===== src/hw/rtl/farc_pkg.sv =====
// ----------------------------------------------------------------------------
// farc_pkg
// Shared types and constants of the fully associative result cache.
// ----------------------------------------------------------------------------
package farc_pkg;

   localparam int LINES   = 16;
   localparam int LINE_W  = $clog2(LINES);
   localparam int COUNT_W = $clog2(LINES + 1);
   localparam int KEY_W   = 64;
   localparam int VALUE_W = 32;
   localparam int CNT_W   = 48;

   localparam int REQ_TDATA_W = ((KEY_W + VALUE_W + 1 + 7) / 8) * 8;
   localparam int RSP_TDATA_W = ((LINE_W + VALUE_W + 1 + 2 * CNT_W + 7) / 8) * 8;
   localparam int REQ_PAD_W   = REQ_TDATA_W - (KEY_W + VALUE_W + 1);
   localparam int RSP_PAD_W   = RSP_TDATA_W - (LINE_W + VALUE_W + 1 + 2 * CNT_W);

   localparam logic [COUNT_W-1:0] ENTRIES_RESET = COUNT_W'(LINES);

   typedef enum logic {
      ST_IDLE,
      ST_EXEC
   } state_type;

   typedef enum logic {
      ACT_LOOKUP = 1'b0,
      ACT_FILL   = 1'b1
   } action_type;

   typedef struct packed {
      logic capture;
      logic execute;
   } cmd_type;

   typedef struct packed {
      logic out_free;
   } status_type;

endpackage


===== src/hw/rtl/farc_ctrl.sv =====
// ----------------------------------------------------------------------------
// farc_ctrl
// Sequencer: takes a request word, then executes it once the output is free.
// ----------------------------------------------------------------------------
module farc_ctrl (
   input  logic                 clock,
   input  logic                 reset,
   input  logic                 req_tvalid,
   output logic                 req_tready,
   input  farc_pkg::status_type status,
   output farc_pkg::cmd_type    cmd
);
   import farc_pkg::*;

   state_type state_ff;
   state_type state_in;

   always_ff @(posedge clock) begin
      if (reset) begin
         state_ff <= ST_IDLE;
      end else begin
         state_ff <= state_in;
      end
   end

   always_comb begin
      state_in = state_ff;
      unique case (state_ff)
         ST_IDLE: begin
            if (req_tvalid) begin
               state_in = ST_EXEC;
            end
         end
         ST_EXEC: begin
            if (status.out_free) begin
               state_in = ST_IDLE;
            end
         end
         default: state_in = ST_IDLE;
      endcase
   end

   always_comb begin
      req_tready  = 1'b0;
      cmd.capture = 1'b0;
      cmd.execute = 1'b0;
      unique case (state_ff)
         ST_IDLE: begin
            req_tready  = 1'b1;
            cmd.capture = req_tvalid;
         end
         ST_EXEC: begin
            cmd.execute = status.out_free;
         end
         default: begin
            req_tready = 1'b0;
         end
      endcase
   end

endmodule


===== src/hw/rtl/farc_datapath.sv =====
// ----------------------------------------------------------------------------
// farc_datapath
// Line store, parallel key compare, FIFO victim pointer, counters and the
// registered response word.
// ----------------------------------------------------------------------------
module farc_datapath (
   input  logic                                clock,
   input  logic                                reset,
   input  logic                                req_tuser,
   input  logic [farc_pkg::REQ_TDATA_W-1:0]    req_tdata,
   input  logic                                csr_wen,
   input  logic [farc_pkg::COUNT_W-1:0]        csr_wdata,
   input  farc_pkg::cmd_type                   cmd,
   output farc_pkg::status_type                status,
   output logic                                rsp_tvalid,
   input  logic                                rsp_tready,
   output logic                                rsp_tuser,
   output logic [farc_pkg::RSP_TDATA_W-1:0]    rsp_tdata
);
   import farc_pkg::*;

   logic [COUNT_W-1:0] entries_ff;

   action_type         action_ff;
   logic [KEY_W-1:0]   key_ff;
   logic [VALUE_W-1:0] value_ff;
   logic               possible_ff;

   logic [KEY_W-1:0]   keys_ff     [LINES];
   logic [VALUE_W-1:0] fitness_ff  [LINES];
   logic               possibles_ff[LINES];
   logic [LINES-1:0]   valid_ff;

   logic [LINE_W-1:0]  victim_ff;
   logic [LINE_W-1:0]  victim_in;
   logic [CNT_W-1:0]   hits_ff;
   logic [CNT_W-1:0]   hits_in;
   logic [CNT_W-1:0]   misses_ff;
   logic [CNT_W-1:0]   misses_in;

   logic               rsp_valid_ff;
   logic               rsp_hit_ff;
   logic               rsp_hit_in;
   logic [LINE_W-1:0]  rsp_line_ff;
   logic [LINE_W-1:0]  rsp_line_in;
   logic [VALUE_W-1:0] rsp_fitness_ff;
   logic [VALUE_W-1:0] rsp_fitness_in;
   logic               rsp_possible_ff;
   logic               rsp_possible_in;

   logic [COUNT_W-1:0] lines_n;
   logic [LINES-1:0]   match;
   logic               hit_any;
   logic [LINE_W-1:0]  hit_line;
   logic [LINE_W-1:0]  fill_line;
   logic [COUNT_W-1:0] fill_next;
   logic               fill_en;

   assign status.out_free = !rsp_valid_ff || rsp_tready;

   always_ff @(posedge clock) begin
      if (reset) begin
         entries_ff <= ENTRIES_RESET;
      end else if (csr_wen) begin
         entries_ff <= csr_wdata;
      end
   end

   always_ff @(posedge clock) begin
      if (cmd.capture) begin
         action_ff   <= action_type'(req_tuser);
         key_ff      <= req_tdata[KEY_W-1:0];
         value_ff    <= req_tdata[KEY_W +: VALUE_W];
         possible_ff <= req_tdata[KEY_W + VALUE_W];
      end
   end

   assign lines_n = (entries_ff > COUNT_W'(LINES)) ? COUNT_W'(LINES) : entries_ff;

   always_comb begin
      for (int i = 0; i < LINES; i++) begin
         match[i] = valid_ff[i] && (keys_ff[i] == key_ff) && (COUNT_W'(i) < lines_n);
      end
   end

   assign hit_any = |match;

   always_comb begin
      hit_line = '0;
      for (int i = LINES - 1; i >= 0; i--) begin
         if (match[i]) begin
            hit_line = LINE_W'(i);
         end
      end
   end

   // pointer left beyond the lines in use restarts at line zero
   assign fill_line = ({1'b0, victim_ff} < lines_n) ? victim_ff : '0;
   assign fill_next = {1'b0, fill_line} + COUNT_W'(1);
   assign fill_en   = cmd.execute && (action_ff == ACT_FILL) && (lines_n != '0);

   always_comb begin
      victim_in       = victim_ff;
      hits_in         = hits_ff;
      misses_in       = misses_ff;
      rsp_hit_in      = 1'b0;
      rsp_line_in     = '0;
      rsp_fitness_in  = '0;
      rsp_possible_in = 1'b0;
      unique case (action_ff)
         ACT_LOOKUP: begin
            if (hit_any) begin
               rsp_hit_in      = 1'b1;
               rsp_line_in     = hit_line;
               rsp_fitness_in  = fitness_ff[hit_line];
               rsp_possible_in = possibles_ff[hit_line];
               hits_in         = hits_ff + CNT_W'(1);
            end else begin
               misses_in = misses_ff + CNT_W'(1);
            end
         end
         ACT_FILL: begin
            if (lines_n != '0) begin
               rsp_line_in = fill_line;
               victim_in   = (fill_next >= lines_n) ? '0 : fill_next[LINE_W-1:0];
            end
         end
         default: begin
            rsp_hit_in = 1'b0;
         end
      endcase
   end

   always_ff @(posedge clock) begin
      if (fill_en) begin
         keys_ff[fill_line]      <= key_ff;
         fitness_ff[fill_line]   <= value_ff;
         possibles_ff[fill_line] <= possible_ff;
      end
   end

   always_ff @(posedge clock) begin
      if (reset) begin
         valid_ff  <= '0;
         victim_ff <= '0;
         hits_ff   <= '0;
         misses_ff <= '0;
      end else if (cmd.execute) begin
         if (fill_en) begin
            valid_ff[fill_line] <= 1'b1;
         end
         victim_ff <= victim_in;
         hits_ff   <= hits_in;
         misses_ff <= misses_in;
      end
   end

   always_ff @(posedge clock) begin
      if (reset) begin
         rsp_valid_ff <= 1'b0;
      end else if (cmd.execute) begin
         rsp_valid_ff <= 1'b1;
      end else if (rsp_tready) begin
         rsp_valid_ff <= 1'b0;
      end
   end

   always_ff @(posedge clock) begin
      if (cmd.execute) begin
         rsp_hit_ff      <= rsp_hit_in;
         rsp_line_ff     <= rsp_line_in;
         rsp_fitness_ff  <= rsp_fitness_in;
         rsp_possible_ff <= rsp_possible_in;
      end
   end

   assign rsp_tvalid = rsp_valid_ff;
   assign rsp_tuser  = rsp_hit_ff;
   assign rsp_tdata  = {{RSP_PAD_W{1'b0}}, misses_ff, hits_ff, rsp_possible_ff,
                        rsp_fitness_ff, rsp_line_ff};

endmodule


===== src/hw/rtl/fully_associative_result_cache.sv =====
// ----------------------------------------------------------------------------
// fully_associative_result_cache
// Sixteen-line fully associative memo cache with FIFO replacement.
// ----------------------------------------------------------------------------
// Request words arrive on req_*: req_tuser selects lookup (0) or fill (1),
// req_tdata carries key, fill fitness and fill possible flag. Every request
// yields one response word on rsp_*: rsp_tuser is the hit flag, rsp_tdata
// carries line, fitness, possible flag and the running hit and miss counts.
// A lookup compares the key with all valid lines in use at once; the lowest
// matching line wins. A fill writes at the round-robin victim pointer.
// csr_wen/csr_wdata set the number of lines in use (0 disables the cache);
// write it only while no request is in flight.
// A request is captured, then executed into the response register once the
// output is free; the two-state capture/execute sequencer takes a new request
// only after the last one has executed. The response register holds a
// finished word while the next request is taken; with the receiver stalled,
// that request waits and req_tready stays low until the held word is accepted.
// Reset clears all valid bits, the victim pointer and both counters at once,
// and sets the lines in use to 16.
// ----------------------------------------------------------------------------
module fully_associative_result_cache (
   input  logic                                clock,
   input  logic                                reset,
   input  logic                                req_tvalid,
   output logic                                req_tready,
   input  logic                                req_tuser,  // action
   // key[63:0], fill_fitness[95:64], fill_possible[96], zero pad
   input  logic [farc_pkg::REQ_TDATA_W-1:0]    req_tdata,
   output logic                                rsp_tvalid,
   input  logic                                rsp_tready,
   output logic                                rsp_tuser,  // hit
   // line[3:0], fitness[35:4], possible[36], hits_so_far[84:37],
   // misses_so_far[132:85], zero pad
   output logic [farc_pkg::RSP_TDATA_W-1:0]    rsp_tdata,
   input  logic                                csr_wen,
   input  logic [farc_pkg::COUNT_W-1:0]        csr_wdata   // entries_in_use
);
   import farc_pkg::*;

   cmd_type    cmd;
   status_type status;

   farc_ctrl u_ctrl (
      .clock      (clock),
      .reset      (reset),
      .req_tvalid (req_tvalid),
      .req_tready (req_tready),
      .status     (status),
      .cmd        (cmd)
   );

   farc_datapath u_datapath (
      .clock      (clock),
      .reset      (reset),
      .req_tuser  (req_tuser),
      .req_tdata  (req_tdata),
      .csr_wen    (csr_wen),
      .csr_wdata  (csr_wdata),
      .cmd        (cmd),
      .status     (status),
      .rsp_tvalid (rsp_tvalid),
      .rsp_tready (rsp_tready),
      .rsp_tuser  (rsp_tuser),
      .rsp_tdata  (rsp_tdata)
   );

endmodule

===== config.mk =====
export PLATFORM = sky130hd
export DESIGN_NAME = fully_associative_result_cache
export DESIGN_NICKNAME = d
export VERILOG_FILES = /design/src/hw/rtl/farc_pkg.sv /design/src/hw/rtl/farc_ctrl.sv /design/src/hw/rtl/farc_datapath.sv /design/src/hw/rtl/fully_associative_result_cache.sv
export SDC_FILE = /design/constraint.sdc
export NUM_CORES = 2
export LEC_CHECK = 0
export BUFFER_PORTS_ARGS = -buffer_cell sky130_fd_sc_hd__buf_2
export CAP_MARGIN = 30
export CORE_MARGIN = 2
export CORE_UTILIZATION = 40
export DETAILED_ROUTE_END_ITERATION = 8
export PLACE_DENSITY = 0.54
export SLEW_MARGIN = 40
export SYNTH_ARGS = -nofsm -noshare
export SYNTH_HDL_FRONTEND = slang
export SYNTH_SLANG_ARGS = --single-unit

===== constraint.sdc =====
create_clock -name clock -period 19.9 [get_ports clock]
set_input_delay 1.99 -clock clock [delete_from_list [all_inputs] [get_ports clock]]
set_output_delay 1.99 -clock clock [all_outputs]
set_load 0.02 [all_outputs]

==> metrics.cfg <==
[critical_path]
crit_fanout = 61
cp-start-kind = flip-flop
crit_path_end_kind = flip-flop
crit_required_ns = 20.44
path_class = flip-flop to flip-flop
arrival_ns = 7.43

[synthesis]
synth.lib_cells_used.distinct = 90
synth-main-ff-cell = edfxtp_1
avgSynthCellArea_sq_um = 14.1
synthCells = 5601
synth_edf_count = 1688
seq_area_frac_synth = 0.675
synth-async-reset-ratio = 0
mappedNetlistArea_sq_um = 78800
ys_ff_latch = 1811
synth_warnings = 0

[placed_design]
dp_slack_ns = 13.17
hpwlAfterDp_um = 157000
gp_congestion = 0.929
place.port_buffers = 243

[global_routing]
grt_pass1_vias = 48068
grt_usage = 0.250
grt_pass1_wl_um = 357000
antenna_found_initial = 28
grt_max_degree = 100
grt_overflow = 0

[min_path]
hold_path.class = flip-flop to flip-flop

[clock_network]
ctsHoldBuffers = 0
cts-buffers-inserted = 196
cts-root-buf = clkbuf_16
clock_sink_count = 1811
cts_resized = 0
cts_tree = yes
clk_latency_ns = 0.88
clockBufferDepth = 3
post_cts_buffers = 0
htree_levels = 4
cts.clk_slew.worst_paths_ns = 0.06

[die]
die_y_um = 448
row_count = 162
die_w_um = 448
die-area_sq_um = 200000
initial_core_util = 0.403
ios = 254
core_sq_um = 195000

[route]
routedWlPerCell_um = 29.0
drt_pre_antenna_iters = 5
antenna_left = 0
route.detailed.drc = 0
via_count = 49843
viasPerCell = 5.68
wl_um = 254000
dr.first_iter.drc_count = 5881

[cells_and_area]
multi_input_area_sq_um = 24300
final_nets = 6097
area_delta_synth_final_pct = 14.6
register_area_sq_um = 53200
fillCellCount = 17303
final_common_cell = edfxtp_1
layout_common_cells = edfxtp_1, xnor2_1, xor2_1, nand2b_1, nand4_1
drive_gt1_frac = 0.137

[timing]
timing.final.hold_violations = 0
skew_ns = 0.0604
setup_ws_ns = 13.00
max_freq_ghz = 0.145
finalSetupTns_ns = 0
worst_slew_pin_slew_ns = 1.02
rsz0062_at_grt = no
max_slew_margin = 0.316
fin_crit_ns = 6.90
post-route-period-util = 0.347
slew_viol_final = 0
setup_viol = 0

[power_and_ir_drop]
p_per_area_nw_per_um2 = 91.7
finalPower_w = 0.00827
ir_drop_mv = 0.0932
p_leak_nw = 29.6

[flow_run]
drv_cap = 0

[status]
outcome = completed

[power breakdown]
group	internal, W	total, W	switching, W
logic	0.000128	0.000481	0.000353
registers	0.00420	0.00423	0.0000302
clock network	0.00200	0.00356	0.00157
[logic make-up after synthesis]
| logic type | share of synthesized area |
|---|---|
| other | 0.0000476 |
| multiplexers | 0.0209 |
| AO/OA/AOI/OAI | 0.0506 |
| adder cells (fa/ha/maj) | 0.00222 |
| AND/OR/NAND/NOR | 0.138 |
| flip-flops | 0.675 |
| XOR/XNOR | 0.0941 |
| buffers and inverters | 0.0197 |
[cell type report]
cell class                 instances  share of cell area
antenna                           10            0.000277
clock buffer                     259              0.0581
clock inverter                   106              0.0111
inverter                          81             0.00337
multi-input combinational       3451               0.270
sequential                      1811               0.589
tap                             2624              0.0364
timing repair buffer             427              0.0317
[sequential cells by signal, indices dropped and copies added (netlist names)]
signal	count
u_datapath.possible_ff	1
u_ctrl.state_ff	1
u_datapath.rsp_fitness_ff	32
u_datapath.misses_ff	48
u_datapath.rsp_tvalid	1
u_datapath.fitness_ff	512
u_datapath.hits_ff	48
u_datapath.keys_ff	1024
u_datapath.key_ff	64
u_datapath.possibles_ff	16
u_datapath.victim_ff	4
u_datapath.rsp_possible_ff	1
u_datapath.rsp_line_ff	4
u_datapath.action_ff	1
u_datapath.value_ff	32
u_datapath.valid_ff	16
u_datapath.rsp_tuser	1
u_datapath.entries_ff	5
[metal layers]
metal  GRT usage  vias to the layer above  wire, um
met5           0                        -        28
met4      0.0855                        6      8240
met3      0.0398                      367     19500
met2       0.385                     2033    115000
met1       0.360                    25391    112000
li1            -                    22046         -
[worst max-delay path, stage by stage, from the launching register on]
cell and delay, ns:
edfxtp_1 0.84, buf_4 0.51, buf_4 0.36, xnor2_1 0.20
nand4_1 0.12, nor4_1 0.29, nand4_1 0.45, nor2_1 0.55
a41oi_1 0.19, o21a_1 0.25, o21ai_4 0.26, buf_6 0.58
buf_6 0.64, mux2_4 0.36, a2111oi_2 0.57, o2111ai_1 0.31
[per-stage QoR]
step | hold WS [ns] | instance area, sq um | utilization | cells
after floorplan | 0.434 | 78800 | - | 5603
after global placement | 0.450 | 83700 | 0.429 | 8388
after detailed placement | 0.459 | 83900 | 0.430 | 8392
after CTS | 0.472 | 90100 | 0.462 | 8757
after global routing | 0.505 | 90200 | 0.462 | 8760
final | 0.470 | 90200 | 0.462 | 8769
[cells in the mapped netlist (all sizes together) (7+ instances only)]
cell	number	share of area
edfxtp	1688	0.64
xnor2	449	0.050
xor2	397	0.044
nand2b	333	0.026
nand4	292	0.023
nand2	231	0.011
nand3	199	0.013
nor4	198	0.016
nor2	179	0.0085
buf	170	0.012
o21ai	151	0.0096
a21oi	146	0.0093
dfxtp	123	0.031
mux2i	104	0.013
clkbuf	90	0.0043
nor2b	89	0.0071
inv	81	0.0039
o2111ai	77	0.0086
or4	71	0.0068
nor3	67	0.0043
or3	51	0.0041
mux2	44	0.0077
a2111oi	43	0.0072
a21o	35	0.0033
o22a	33	0.0037
nor4b	25	0.0029
and3	21	0.0017
o211ai	21	0.0020
and4	20	0.0022
nand4b	19	0.0021
or4b	15	0.0019
ha	14	0.0022
nor4bb	11	0.0014
or2	11	0.00087
or3b	11	0.0012
nor3b	8	0.00076
o21a	7	0.00067
o22ai	7	0.00056
[path summary, 6_finish.rpt]
check,startpoint,end,slack [ns],cells past startpoint
max reg2reg,u_datapath.key_ff[0],u_datapath.rsp_fitness_ff[11],13.00,15
max,u_datapath.key_ff[0],u_datapath.rsp_fitness_ff[11],13.00,15
min,u_datapath.valid_ff[10],u_datapath.valid_ff[10],0.47,2
min reg2reg,u_datapath.valid_ff[10],u_datapath.valid_ff[10],0.47,2
(Power assumes the default switching activity.)
